File: config.mk
export PLATFORM = sky130hd
export DESIGN_NAME = complementary_attitude_filter_top
export DESIGN_NICKNAME = d
export VERILOG_FILES = /design/src/caf_pkg.sv /design/src/caf_sqrt.sv /design/src/caf_cordic.sv /design/src/caf_blend.sv /design/src/complementary_attitude_filter_top.sv
export SDC_FILE = /design/constraint.sdc
export NUM_CORES = 2
export LEC_CHECK = 0
export ABC_AREA = 1
export BUFFER_PORTS_ARGS = -buffer_cell sky130_fd_sc_hd__buf_2
export CORE_MARGIN = 1.5
export CORE_UTILIZATION = 59
export DETAILED_ROUTE_END_ITERATION = 8
export PLACE_DENSITY_LB_ADDON = 0.25
export SLEW_MARGIN = 30
export SYNTH_ARGS = -nofsm -noshare
export SYNTH_HDL_FRONTEND = slang
export SYNTH_SLANG_ARGS = --single-unit
File: constraint.sdc
create_clock -name clk -period 9.7 [get_ports clk]
set_input_delay 1.94 -clock clk [delete_from_list [all_inputs] [get_ports clk]]
set_output_delay 1.94 -clock clk [all_outputs]
set_load 0.01 [all_outputs]
File: src/caf_pkg.sv
package caf_pkg;

  localparam int CORDIC_STEPS_DEF = 16;
  localparam int TABLE_LEN        = 24;
  localparam int ANG_LIMIT        = 23040;
  localparam int CFG_IDX_W        = 4;

  localparam logic [15:0] ALPHA_RST = 16'd59111;
  localparam logic [15:0] TS_RST    = 16'd6554;

  localparam logic [CFG_IDX_W-1:0] REG_ALPHA = 4'd0;
  localparam logic [CFG_IDX_W-1:0] REG_TS    = 4'd1;

  // atan(2^-i) in 1/65536 degree
  function automatic logic [21:0] atan_val(input logic [4:0] idx);
    logic [21:0] v;
    case (idx)
      5'd0:    v = 22'd2949120;
      5'd1:    v = 22'd1740967;
      5'd2:    v = 22'd919879;
      5'd3:    v = 22'd466945;
      5'd4:    v = 22'd234379;
      5'd5:    v = 22'd117304;
      5'd6:    v = 22'd58666;
      5'd7:    v = 22'd29335;
      5'd8:    v = 22'd14668;
      5'd9:    v = 22'd7334;
      5'd10:   v = 22'd3667;
      5'd11:   v = 22'd1833;
      5'd12:   v = 22'd917;
      5'd13:   v = 22'd458;
      5'd14:   v = 22'd229;
      5'd15:   v = 22'd115;
      5'd16:   v = 22'd57;
      5'd17:   v = 22'd29;
      5'd18:   v = 22'd14;
      5'd19:   v = 22'd7;
      5'd20:   v = 22'd4;
      5'd21:   v = 22'd2;
      5'd22:   v = 22'd1;
      default: v = 22'd0;
    endcase
    return v;
  endfunction

endpackage

File: src/caf_sqrt.sv
module caf_sqrt (
  input  logic               clk,
  input  logic               rst_n,
  input  logic               start,
  input  logic signed [15:0] p,
  input  logic signed [15:0] q,
  output logic               done,
  output logic [15:0]        root
);
  localparam logic [1:0] PH_IDLE = 2'd0;
  localparam logic [1:0] PH_SQ   = 2'd1;
  localparam logic [1:0] PH_DIG  = 2'd2;

  logic [1:0]         phase_r;
  logic [3:0]         cnt_r;
  logic [31:0]        n_r;
  logic [19:0]        rem_r;
  logic [15:0]        root_r;
  logic               done_r;
  logic signed [15:0] q_r;
  logic signed [31:0] pp, qq;
  logic [19:0]        rem_sh, trial;
  logic               take;

  assign pp = p * p;
  assign qq = q_r * q_r;

  // one result bit per cycle
  assign rem_sh = {rem_r[17:0], n_r[31:30]};
  assign trial  = {2'b00, root_r, 2'b01};
  assign take   = rem_sh >= trial;

  always_ff @(posedge clk) begin
    if (!rst_n) begin
      phase_r <= PH_IDLE;
      done_r  <= 1'b0;
    end else begin
      done_r <= 1'b0;
      case (phase_r)
        PH_IDLE: begin
          if (start) begin
            n_r     <= pp;
            q_r     <= q;
            phase_r <= PH_SQ;
          end
        end
        PH_SQ: begin
          n_r     <= n_r + qq;
          rem_r   <= '0;
          root_r  <= '0;
          cnt_r   <= 4'd15;
          phase_r <= PH_DIG;
        end
        PH_DIG: begin
          n_r    <= {n_r[29:0], 2'b00};
          rem_r  <= take ? rem_sh - trial : rem_sh;
          root_r <= {root_r[14:0], take};
          cnt_r  <= cnt_r - 4'd1;
          if (cnt_r == 4'd0) begin
            done_r  <= 1'b1;
            phase_r <= PH_IDLE;
          end
        end
        default: phase_r <= PH_IDLE;
      endcase
    end
  end

  assign done = done_r;
  assign root = root_r;
endmodule

File: src/caf_cordic.sv
module caf_cordic #(
  parameter int CORDIC_STEPS = caf_pkg::CORDIC_STEPS_DEF
) (
  input  logic               clk,
  input  logic               rst_n,
  input  logic               start,
  input  logic signed [16:0] y_in,
  input  logic signed [16:0] x_in,
  output logic               done,
  output logic signed [16:0] res
);
  import caf_pkg::*;

  localparam int NSTEP = (CORDIC_STEPS < TABLE_LEN) ? CORDIC_STEPS : TABLE_LEN;
  localparam logic [4:0] LAST = 5'(NSTEP - 1);
  localparam logic signed [25:0] Z_HALF = 26'sd11796480;

  logic               busy_r, done_r;
  logic [4:0]         i_r;
  logic signed [33:0] x_r, y_r, xs, ys, x_nxt, y_nxt;
  logic signed [25:0] z_r, z_nxt, z_rnd, z_init;
  logic signed [25:0] step_ang;
  logic signed [16:0] res_r;
  logic signed [17:0] xa, ya;
  logic               xneg;

  assign xneg   = x_in[16];
  assign xa     = xneg ? -{x_in[16], x_in} : {x_in[16], x_in};
  assign ya     = xneg ? -{y_in[16], y_in} : {y_in[16], y_in};
  assign z_init = !xneg ? 26'sd0 : (y_in[16] ? -Z_HALF : Z_HALF);

  assign xs       = x_r >>> i_r;
  assign ys       = y_r >>> i_r;
  assign step_ang = $signed({4'b0000, atan_val(i_r)});

  always_comb begin
    if (!y_r[33]) begin
      x_nxt = x_r + ys;
      y_nxt = y_r - xs;
      z_nxt = z_r + step_ang;
    end else begin
      x_nxt = x_r - ys;
      y_nxt = y_r + xs;
      z_nxt = z_r - step_ang;
    end
  end

  assign z_rnd = (z_nxt + 26'sd256) >>> 9;

  always_ff @(posedge clk) begin
    if (!rst_n) begin
      busy_r <= 1'b0;
      done_r <= 1'b0;
    end else begin
      done_r <= 1'b0;
      if (start) begin
        if (x_in == '0 && y_in == '0) begin
          res_r  <= '0;
          done_r <= 1'b1;
        end else begin
          x_r    <= {{2{xa[17]}}, xa, 14'b0};
          y_r    <= {{2{ya[17]}}, ya, 14'b0};
          z_r    <= z_init;
          i_r    <= '0;
          busy_r <= 1'b1;
        end
      end else if (busy_r) begin
        x_r <= x_nxt;
        y_r <= y_nxt;
        z_r <= z_nxt;
        i_r <= i_r + 5'd1;
        if (i_r == LAST) begin
          res_r  <= z_rnd[16:0];
          done_r <= 1'b1;
          busy_r <= 1'b0;
        end
      end
    end
  end

  assign done = done_r;
  assign res  = res_r;
endmodule

File: src/caf_blend.sv
module caf_blend (
  input  logic               clk,
  input  logic               rst_n,
  input  logic               start,
  input  logic signed [23:0] prev,
  input  logic signed [15:0] rate,
  input  logic signed [17:0] meas,
  input  logic [15:0]        alpha,
  input  logic [15:0]        tstep,
  output logic               done,
  output logic signed [23:0] res
);
  import caf_pkg::*;

  localparam logic signed [26:0] LIM_P = 27'(ANG_LIMIT);
  localparam logic signed [26:0] LIM_N = -27'(ANG_LIMIT);

  logic               busy_r, done_r;
  logic [4:0]         cnt_r;
  logic signed [37:0] pred_r;
  logic signed [30:0] m13_r;
  logic [16:0]        a_sr_r, w_sr_r;
  logic signed [55:0] acc_r, acc_nxt, acc_rnd;
  logic signed [32:0] prod;
  logic signed [26:0] q;
  logic signed [23:0] sat, res_r;

  assign prod = rate * $signed({1'b0, tstep});

  // msb first shift-and-add of both weights
  assign acc_nxt = (acc_r <<< 1)
                 + (a_sr_r[16] ? 56'(pred_r) : 56'sd0)
                 + (w_sr_r[16] ? 56'(m13_r) : 56'sd0);
  assign acc_rnd = acc_nxt + (56'sd1 <<< 28);
  assign q       = acc_rnd[55:29];

  always_comb begin
    if (q > LIM_P)      sat = 24'(LIM_P);
    else if (q < LIM_N) sat = 24'(LIM_N);
    else                sat = q[23:0];
  end

  always_ff @(posedge clk) begin
    if (!rst_n) begin
      busy_r <= 1'b0;
      done_r <= 1'b0;
    end else begin
      done_r <= 1'b0;
      if (start) begin
        pred_r <= {prev[23], prev, 13'b0} + 38'(prod);
        m13_r  <= {meas, 13'b0};
        a_sr_r <= {1'b0, alpha};
        w_sr_r <= 17'h10000 - {1'b0, alpha};
        acc_r  <= '0;
        cnt_r  <= 5'd16;
        busy_r <= 1'b1;
      end else if (busy_r) begin
        acc_r  <= acc_nxt;
        a_sr_r <= {a_sr_r[15:0], 1'b0};
        w_sr_r <= {w_sr_r[15:0], 1'b0};
        cnt_r  <= cnt_r - 5'd1;
        if (cnt_r == 5'd0) begin
          res_r  <= sat;
          done_r <= 1'b1;
          busy_r <= 1'b0;
        end
      end
    end
  end

  assign done = done_r;
  assign res  = res_r;
endmodule

File: src/complementary_attitude_filter_top.sv
// Complementary attitude filter: one sensor sample in, one roll/pitch/yaw
// beat out, angles in 1/128 degree saturated at +/-180 degrees. Samples are
// handled one at a time; in_stall is high from the cycle after acceptance
// until the result has been loaded into the output register. Each sample
// runs two square roots, three atan2 (CORDIC steps capped at 24) and three
// blends one after another, paced by the bit-per-cycle square root, the
// single shared CORDIC stage and the bit-serial blend multiplier. An atan2
// whose two arguments are both zero finishes in the cycle after its start
// instead of iterating, and a result that cannot enter a full, stalled output
// register holds the block for as long as out_stall keeps it full.
// Registers are to be written through the cfg port only while the block is
// idle; the block itself does not enforce this. cfg_ready is always high.
module complementary_attitude_filter_top #(
  parameter int CORDIC_STEPS = caf_pkg::CORDIC_STEPS_DEF
) (
  input  logic                           clk,
  input  logic                           rst_n,
  input  logic                           in_valid,
  output logic                           in_stall,
  input  logic signed [15:0]             in_accel_x,
  input  logic signed [15:0]             in_accel_y,
  input  logic signed [15:0]             in_accel_z,
  input  logic signed [15:0]             in_rate_x,
  input  logic signed [15:0]             in_rate_y,
  input  logic signed [15:0]             in_rate_z,
  input  logic signed [15:0]             in_mag_x,
  input  logic signed [15:0]             in_mag_y,
  output logic                           out_valid,
  input  logic                           out_stall,
  output logic signed [15:0]             out_roll_angle,
  output logic signed [15:0]             out_pitch_angle,
  output logic signed [15:0]             out_yaw_angle,
  input  logic                           cfg_valid,
  output logic                           cfg_ready,
  input  logic [caf_pkg::CFG_IDX_W-1:0]  cfg_index,
  input  logic [15:0]                    cfg_data
);
  import caf_pkg::*;

  localparam logic [3:0] S_IDLE = 4'd0;
  localparam logic [3:0] S_SQ1  = 4'd1;
  localparam logic [3:0] S_C1   = 4'd2;
  localparam logic [3:0] S_SQ2  = 4'd3;
  localparam logic [3:0] S_C2   = 4'd4;
  localparam logic [3:0] S_C3   = 4'd5;
  localparam logic [3:0] S_B1   = 4'd6;
  localparam logic [3:0] S_B2   = 4'd7;
  localparam logic [3:0] S_B3   = 4'd8;
  localparam logic [3:0] S_OUT  = 4'd9;

  logic [3:0]         state_r, state_nxt;
  logic [15:0]        alpha_r, ts_r;
  logic signed [15:0] ax_r, ay_r, az_r, rx_r, ry_r, rz_r, mx_r, my_r;
  logic signed [23:0] roll_r, pitch_r, yaw_r;
  logic signed [17:0] mroll_r, mpitch_r, myaw_r;
  logic               out_valid_r;
  logic signed [15:0] oroll_r, opitch_r, oyaw_r;

  logic               sq_start, sq_done;
  logic signed [15:0] sq_p, sq_q;
  logic [15:0]        sq_root;
  logic               cd_start, cd_done;
  logic signed [16:0] cd_y, cd_x, cd_res;
  logic               bl_start, bl_done;
  logic signed [23:0] bl_prev, bl_res;
  logic signed [15:0] bl_rate;
  logic signed [17:0] bl_meas;
  logic               accept, out_load;

  assign accept   = (state_r == S_IDLE) && in_valid;
  assign in_stall = state_r != S_IDLE;
  assign out_load = (state_r == S_OUT) && (!out_valid_r || !out_stall);
  assign cfg_ready = 1'b1;

  caf_sqrt u_sqrt (
    .clk, .rst_n, .start(sq_start), .p(sq_p), .q(sq_q),
    .done(sq_done), .root(sq_root)
  );

  caf_cordic #(.CORDIC_STEPS(CORDIC_STEPS)) u_cordic (
    .clk, .rst_n, .start(cd_start), .y_in(cd_y), .x_in(cd_x),
    .done(cd_done), .res(cd_res)
  );

  caf_blend u_blend (
    .clk, .rst_n, .start(bl_start), .prev(bl_prev), .rate(bl_rate),
    .meas(bl_meas), .alpha(alpha_r), .tstep(ts_r),
    .done(bl_done), .res(bl_res)
  );

  // operand selection follows the sequencer
  always_comb begin
    state_nxt = state_r;
    sq_start  = 1'b0;
    sq_p      = in_accel_x;
    sq_q      = in_accel_z;
    cd_start  = 1'b0;
    cd_y      = {ay_r[15], ay_r};
    cd_x      = {1'b0, sq_root};
    bl_start  = 1'b0;
    bl_prev   = roll_r;
    bl_rate   = rx_r;
    bl_meas   = mroll_r;
    case (state_r)
      S_IDLE: begin
        if (in_valid) begin
          sq_start  = 1'b1;
          state_nxt = S_SQ1;
        end
      end
      S_SQ1: begin
        if (sq_done) begin
          cd_start  = 1'b1;
          state_nxt = S_C1;
        end
      end
      S_C1: begin
        sq_p = ay_r;
        sq_q = az_r;
        if (cd_done) begin
          sq_start  = 1'b1;
          state_nxt = S_SQ2;
        end
      end
      S_SQ2: begin
        cd_y = {ax_r[15], ax_r};
        if (sq_done) begin
          cd_start  = 1'b1;
          state_nxt = S_C2;
        end
      end
      S_C2: begin
        cd_y = {mx_r[15], mx_r};
        cd_x = {my_r[15], my_r};
        if (cd_done) begin
          cd_start  = 1'b1;
          state_nxt = S_C3;
        end
      end
      S_C3: begin
        if (cd_done) begin
          bl_start  = 1'b1;
          state_nxt = S_B1;
        end
      end
      S_B1: begin
        bl_prev = pitch_r;
        bl_rate = ry_r;
        bl_meas = mpitch_r;
        if (bl_done) begin
          bl_start  = 1'b1;
          state_nxt = S_B2;
        end
      end
      S_B2: begin
        bl_prev = yaw_r;
        bl_rate = rz_r;
        bl_meas = myaw_r;
        if (bl_done) begin
          bl_start  = 1'b1;
          state_nxt = S_B3;
        end
      end
      S_B3: begin
        if (bl_done) state_nxt = S_OUT;
      end
      S_OUT: begin
        if (out_load) state_nxt = S_IDLE;
      end
      default: state_nxt = S_IDLE;
    endcase
  end

  always_ff @(posedge clk) begin
    if (!rst_n) begin
      state_r     <= S_IDLE;
      alpha_r     <= ALPHA_RST;
      ts_r        <= TS_RST;
      roll_r      <= '0;
      pitch_r     <= '0;
      yaw_r       <= '0;
      out_valid_r <= 1'b0;
    end else begin
      state_r <= state_nxt;
      if (cfg_valid && cfg_ready) begin
        if (cfg_index == REG_ALPHA) alpha_r <= cfg_data;
        else if (cfg_index == REG_TS) ts_r <= cfg_data;
      end
      if ((state_r == S_B1) && bl_done) roll_r  <= bl_res;
      if ((state_r == S_B2) && bl_done) pitch_r <= bl_res;
      if ((state_r == S_B3) && bl_done) yaw_r   <= bl_res;
      if (out_load) out_valid_r <= 1'b1;
      else if (!out_stall) out_valid_r <= 1'b0;
    end
  end

  always_ff @(posedge clk) begin
    if (accept) begin
      ax_r <= in_accel_x;
      ay_r <= in_accel_y;
      az_r <= in_accel_z;
      rx_r <= in_rate_x;
      ry_r <= in_rate_y;
      rz_r <= in_rate_z;
      mx_r <= in_mag_x;
      my_r <= in_mag_y;
    end
    if ((state_r == S_C1) && cd_done) mroll_r  <= {cd_res[16], cd_res};
    if ((state_r == S_C2) && cd_done) mpitch_r <= -{cd_res[16], cd_res};
    if ((state_r == S_C3) && cd_done) myaw_r   <= {cd_res[16], cd_res};
    if (out_load) begin
      oroll_r  <= roll_r[15:0];
      opitch_r <= pitch_r[15:0];
      oyaw_r   <= yaw_r[15:0];
    end
  end

  assign out_valid       = out_valid_r;
  assign out_roll_angle  = oroll_r;
  assign out_pitch_angle = opitch_r;
  assign out_yaw_angle   = oyaw_r;
endmodule

Word-level counts from Yosys, hierarchy flattened:

Memory sizes are Yosys's and may differ from the RTL's. A register that Yosys moved wholly into a read port is not among the register bits.
Index checks and enable logic that the tools add are counted.
Widths: inputs -> output; s select.

* shift-type cells: 2
* order comparisons: 3
* eq/ne operators: 28
* bitwise operators: 4
* muxes and demuxes: 82
* add/sub/neg operators: 20
* divide/modulo/power cells: 0
* reduce and logical (&&, ||, !) cells: 42
* multiply operators: 3

Operators with widths (number)
* $mux 34: 8
* $mux 26: 6
* $mux 17: 8
* $add 56x56->56: 2
* $mux 56: 2
* $pmux 32 s3: 1
* $pmux 18 s2: 2
* $add 34x34->34: 2
* $sshr 34x5->34: 2
* $sub 34x34->34: 2
* $mul 16x16->32: 2
* $pmux 16 s2: 2
* $add 56x30->56 const B: 1
* $mux 55: 1
* $mux 18: 3
* $neg 18->18: 3
* $mux 16: 3
* $pmux 24 s2: 1
* $mux 4: 10
* $pmux 4 s10: 1
* $add 37x33->38: 1
* $logic_not 17->1: 2
* $pmux 17 s2: 1
* $mul 16x17->33: 1
* other kinds (45): 117

* memory bits (read-only): 704
* output and inout bits: 51
* latch bits: 0
* register bits: 720
* memories: 1
* bits in writable memories: 0

Memories
* (name not given): words 32, width 22, rd ports 1, clocked after Yosys merged registers in 1, wr ports 0, line caf_pkg.sv:17 `case (idx)`

Logic depth before layout (Yosys ltp):

* word-level depth: 7
* depth in mapped cells: 39
* gate-level depth less buffers: 36

By module:

A second synthesis with hierarchy kept.

* cells, all modules: 10220
* area total of the unflattened synthesis: 79443.7 sq um

Modules (own cells, without submodules)
* caf_sqrt: instances 1, cells an instance 3017, area an instance 24842.6 sq um
* caf_blend: instances 1, cells an instance 3127, area an instance 23528.8 sq um
* caf_cordic: instances 1, cells an instance 2915, area an instance 17898.4 sq um
* complementary_attitude_filter_top: instances 1, cells an instance 1161, area an instance 13173.9 sq um

Worst setup path before layout:

Ideal clock, no wire load.

* path kind: input -> register
* start: input rst_n
* end: register u_blend.a_sr_r[10], enable pin
* arrival: 8735 ps
* required time: 9027 ps
* path slack: 292 ps
* stages: 3
* path through: inv_2 -> clkbuf_1 -> o21ai_0

* word-level cells in the longest chain between the ends: 1

RTL lines
* from (decl): line complementary_attitude_filter_top.sv:17 `input logic rst_n,`
* $reduce_and 2->1 (no source line)
* to (signal assigned): line caf_blend.sv:52 `a_sr_r <= {1'b0, alpha};`
* to (signal assigned): line caf_blend.sv:59 `a_sr_r <= {a_sr_r[15:0], 1'b0};`
* to (decl): line caf_blend.sv:22 `logic [16:0] a_sr_r, w_sr_r;`

Every way passes these cells.
A chain may end at the register's enable or synchronous reset.

Worst setup path in the final report:

* start: register state_r[2]
* end: register u_blend.pred_r[26], data pin

* word-level cells in the longest chain between the ends: 4
* elaborated cells on any way between the ends: 6
* classes of those cells: add/sub: 1; mul: 1; eq/ne: 2; mux: 2

RTL lines
* from (decl): line complementary_attitude_filter_top.sv:51 `logic [3:0] state_r, state_nxt;`
* from (signal assigned): line complementary_attitude_filter_top.sv:184 `state_r <= state_nxt;`
* $eq 4x3->1: line complementary_attitude_filter_top.sv:104 `case (state_r)`
* $pmux 16 s2: line complementary_attitude_filter_top.sv:104
* $mul 16x17->33: line caf_blend.sv:28 `assign prod = rate * $signed({1'b0, tstep});`
* $add 37x33->38 *: line caf_blend.sv:50 `pred_r <= {prev[23], prev, 13'b0} + 38'(prod);`
* to (signal assigned): line caf_blend.sv:50
* to (decl): line caf_blend.sv:20 `logic signed [37:0] pred_r;`

Every way passes the cells marked *; elsewhere a longest branch is shown, timed or not.

==> impl_summary.md <==
Routing
After detailed routing, the number of remaining DRC violations is 0. The DRC marker count from the first detailed-route iteration is 5906. The pre-antenna-repair detailed-routing pass consisted of 6 iterations. Detailed routing inserted a total of roughly 60000 vias.

The detailed-route vias per instance is around 5.6. In this run the remaining antenna-violating nets after routing total 0. The mean routed wirelength per cell is 18.90 um. The total detailed-routing wirelength is approximately 210 mm.

Floorplan
The floorplan step defined a die boundary enclosing between 100000 and 150000 um2. For this design the top-level I/O count stands at 204. The area of the core is 126100 um2. The floorplan has 130 rows. The die is roughly 360 um wide. The starting utilization of the core area is 59.63%. The vertical die dimension is 360.0 um.

Yosys
The proportion of synthesized chip area in sequential cells is 27.76%. Counting every net in the synthesized netlist gives 10660. Counting flops with an async set or reset pin after synthesis yields a share of 0%. The total of warnings raised by yosys is 0. The commonest register cell after synthesis is sky130_fd_sc_hd__edfxtp_1. Synthesis produced 9221 cells. In this run, distinct cell masters in the synthesized netlist total 71. The synthesized area is 75170 um2. The total of flip-flops plus latches after synthesis is roughly 740.

The number of enable-type register cells in the synthesized netlist is ~600. The post-synthesis average cell area is just over 8 um2.

Setup path
The master of the slowest instance on the critical path is sky130_fd_sc_hd__fa_1. Along the worst path, the maximum fanout reaches 18. The end point of the critical path is u_blend.pred_r[26]$_DFFE_PP_. The launching element of the worst setup path is state_r[2]$_SDFFE_PN0P_.

The cell depth of the worst flop-to-flop path is 33. The sort of element at the end of the critical path is a flip-flop. In this design, the critical path's most frequently occurring cell is sky130_fd_sc_hd__inv_1. Data arrives at the worst endpoint at 9210 ps. The largest stage delay on the critical path is 590 ps. The data required time of the worst path is ~10000 ps. The worst setup path is of the flip-flop to flip-flop kind.

The worst register-to-register path has a setup slack of 950 ps. The worst register-to-register path ends at u_blend.pred_r[26]$_DFFE_PP_. The startpoint of the most critical register-to-register path is state_r[2]$_SDFFE_PN0P_. The worst setup path is launched from a flip-flop.

Placed design
At the end of routability-driven placement, the weighted congestion stood at between 1 and 1.5. At the placement stage, the worst setup path has a slack of 712.3 ps. The quantity of I/O buffers inserted on ports is 202. Summed over all nets, the half-perimeter wirelength after detailed placement is 166.1 mm.

CTS
Counting the buffers created by CTS gives 85. In this run, post-CTS repair resized a total of 0 instances. For the worst-skew pair, the clock arrives at the later sink with an insertion delay of 710 ps. TritonCTS built the clock tree.

Once the clock tree was built, the setup fixing pass inserted 0 buffers. The clock-pin transition on the worst setup and hold timing paths is 70 ps. CTS placed an instance of sky130_fd_sc_hd__clkbuf_16 at the clock tree root. The hold buffer count at CTS is 0. The clock net sink count is 741. The number of H-tree levels is 3.

The clock tree buffer depth is 3.

Layout
The number of diodes is 0. The share of post-route cells with drive strength above 1 is 6.638%. For this run, the post-layout net count is about 11000. The area growth from synthesis to layout is 7.520%.

Timing
Setup repair after global routing left no endpoint under its margin. The worst-margin pin slew is 958.1 ps. The normalized max-slew margin is 36.04%. The maximum achievable frequency is 114.3 MHz. The setup TNS after final layout is 0 ps.

The worst path needs 8752 ps of the cycle, external delays included. The worst path uses 90.23% of the clock period. The setup slack of the critical path after layout is 947.6 ps. The maximum clock skew at final layout is 41.93 ps. The final hold violation count is 0. The total of endpoints with negative setup slack in the final report is 0. The total count of max-transition violations in the final report is 0.

Global route
Entering global routing, the biggest net connects 76 pins. The number of antenna violations at the first check in global routing is 4. The first global-routing pass estimated 332.9 mm of wire.

For this run, the total global-route usage over all layers was measured as 32.39%. For this run the aggregate overflow at the end of global routing stands at 0. The number of global-route vias before repair is roughly 62000.

Status
The run finished with clean final reports.

Flow run
The max-capacitance violation count is 0.

Min path
The startpoint of the worst hold path is pitch_r[4]$_SDFFE_PN0P_. The path class of the tightest hold or removal check is flip-flop to flip-flop.
==> synthesized netlist by cell type, types with 24 or more instances <==
library cell	instances	area (um2)
sky130_fd_sc_hd__o21ai_0	502	2512
sky130_fd_sc_hd__nand2_1	1960	7357
sky130_fd_sc_hd__xor2_1	161	1410
sky130_fd_sc_hd__buf_1	43	161.4
sky130_fd_sc_hd__dfxtp_1	138	2763
sky130_fd_sc_hd__ha_1	516	6456
sky130_fd_sc_hd__xnor2_1	93	814.5
sky130_fd_sc_hd__nor3_1	73	365.4
sky130_fd_sc_hd__mux2i_1	42	420.4
sky130_fd_sc_hd__nand4_1	54	337.8
sky130_fd_sc_hd__clkbuf_1	204	765.7
sky130_fd_sc_hd__fa_1	767	15350
sky130_fd_sc_hd__o22ai_1	27	168.9
sky130_fd_sc_hd__o21a_1	36	270.3
sky130_fd_sc_hd__a21oi_1	566	2833
sky130_fd_sc_hd__o21bai_1	24	180.2
sky130_fd_sc_hd__nor2_1	732	2748
sky130_fd_sc_hd__or2_2	53	331.6
sky130_fd_sc_hd__inv_2	41	153.9
sky130_fd_sc_hd__nand2_2	26	162.7
sky130_fd_sc_hd__a31oi_1	43	269.0
sky130_fd_sc_hd__nand3_1	337	1687
sky130_fd_sc_hd__inv_1	1838	6899
sky130_fd_sc_hd__a21boi_0	26	195.2
sky130_fd_sc_hd__edfxtp_1	603	18110
sky130_fd_sc_hd__o211ai_1	43	322.8
==> final cells by class <==
cell class | count | area (um2)
Clock inverter | 51 | 503.0
Inverter | 1895 | 7117
Sequential cell | 741 | 20870
Multi-Input combinational cell | 6314 | 46250
Tap cell | 1650 | 2064
Clock buffer | 109 | 2436
Timing Repair Buffer | 275 | 1590
Fill cell | 10770 | 45230
==> worst min path at each step <==
stage / endpoint / cells past startpoint
floorplan: out_pitch_angle[0]$_DFFE_PP_ / 0
global route: out_pitch_angle[4]$_DFFE_PP_ / 0
finish: out_pitch_angle[4]$_DFFE_PP_ / 0
CTS: out_pitch_angle[4]$_DFFE_PP_ / 0
global placement: out_pitch_angle[4]$_DFFE_PP_ / 0
detailed placement: out_pitch_angle[4]$_DFFE_PP_ / 0
==> placed cells by master (no fill, tap or decap), types with 71 or more instances in the layout <==
cell type                      n
sky130_fd_sc_hd__nand2_1    1957
sky130_fd_sc_hd__xor2_1      161
sky130_fd_sc_hd__xnor2_1      93
sky130_fd_sc_hd__clkbuf_16    92
sky130_fd_sc_hd__buf_2       202
sky130_fd_sc_hd__a21oi_1     564
sky130_fd_sc_hd__o21ai_0     500
sky130_fd_sc_hd__nor2_1      726
sky130_fd_sc_hd__nor3_1       71
sky130_fd_sc_hd__ha_1        516
sky130_fd_sc_hd__edfxtp_1    603
sky130_fd_sc_hd__dfxtp_1     137
sky130_fd_sc_hd__nand3_1     337
sky130_fd_sc_hd__fa_1        767
sky130_fd_sc_hd__inv_1      1836
==> registers in the layout, indices dropped and copies added (netlist names), 18 cells and up <==
register,count
u_cordic.x_r,34
u_blend.res,24
u_cordic.step_ang,22
yaw_r,24
mpitch_r,18
pitch_r,24
u_blend.pred_r,38
u_cordic.y_r,34
roll_r,24
u_sqrt.n_r,32
u_blend.m13_r,18
u_cordic.z_r,26
u_blend.acc_r,55
u_sqrt.rem_r,18
==> through the flow <==
step           std cells  utilization, %  hold slack [ps]  instance area (um2)
5_1_grt            11040           64.12            436.6                80830
3_5_place_dp       10880           61.78            415.8                77880
6_report           11040           64.12            432.6                80830
3_3_place_gp       10870           61.74            414.7                77830
2_1_floorplan       9221               -            408.2                75170
4_1_cts            11040           64.11            431.3                80820
==> metal layers <==
layer / vias to the layer above / wire, um / track usage [%]
met5: - / 0 / 0
met3: 377 / 14530 / 4.215
met2: 2239 / 99280 / 53.94
met1: 29620 / 86830 / 43.29
met4: 0 / 7962 / 12.16
li1: 29380 / - / -
==> kinds of logic (layout without fill, tap and decap cells) <==
| family | count (synthesis) | in the layout | synth area share, % |
|---|---|---|---|
| fa+ha+maj | 1283 | 1283 | 29.01 |
| buf+inv | 2166 | 2330 | 10.87 |
| mux | 42 | 42 | 0.5592 |
| xor+xnor | 256 | 256 | 3.033 |
| compound gates | 1394 | 1394 | 10.32 |
| simple gates | 3338 | 3338 | 18.43 |
| flops | 741 | 741 | 27.76 |
| other cells | 1 | 1 | 0.004988 |
==> worst max-delay path: cells and delay by family, from the launching register on <==
kind	cells	cell delay, ps
flops	1	380
fa+ha+maj	7	3420
compound gates	10	2310
simple gates	7	1270
buf+inv	8	960
xor+xnor	1	150
Power is left out: the tool's default activity adds up to more than one toggle a clock period on the data nets, which glitch-free logic cannot reach.
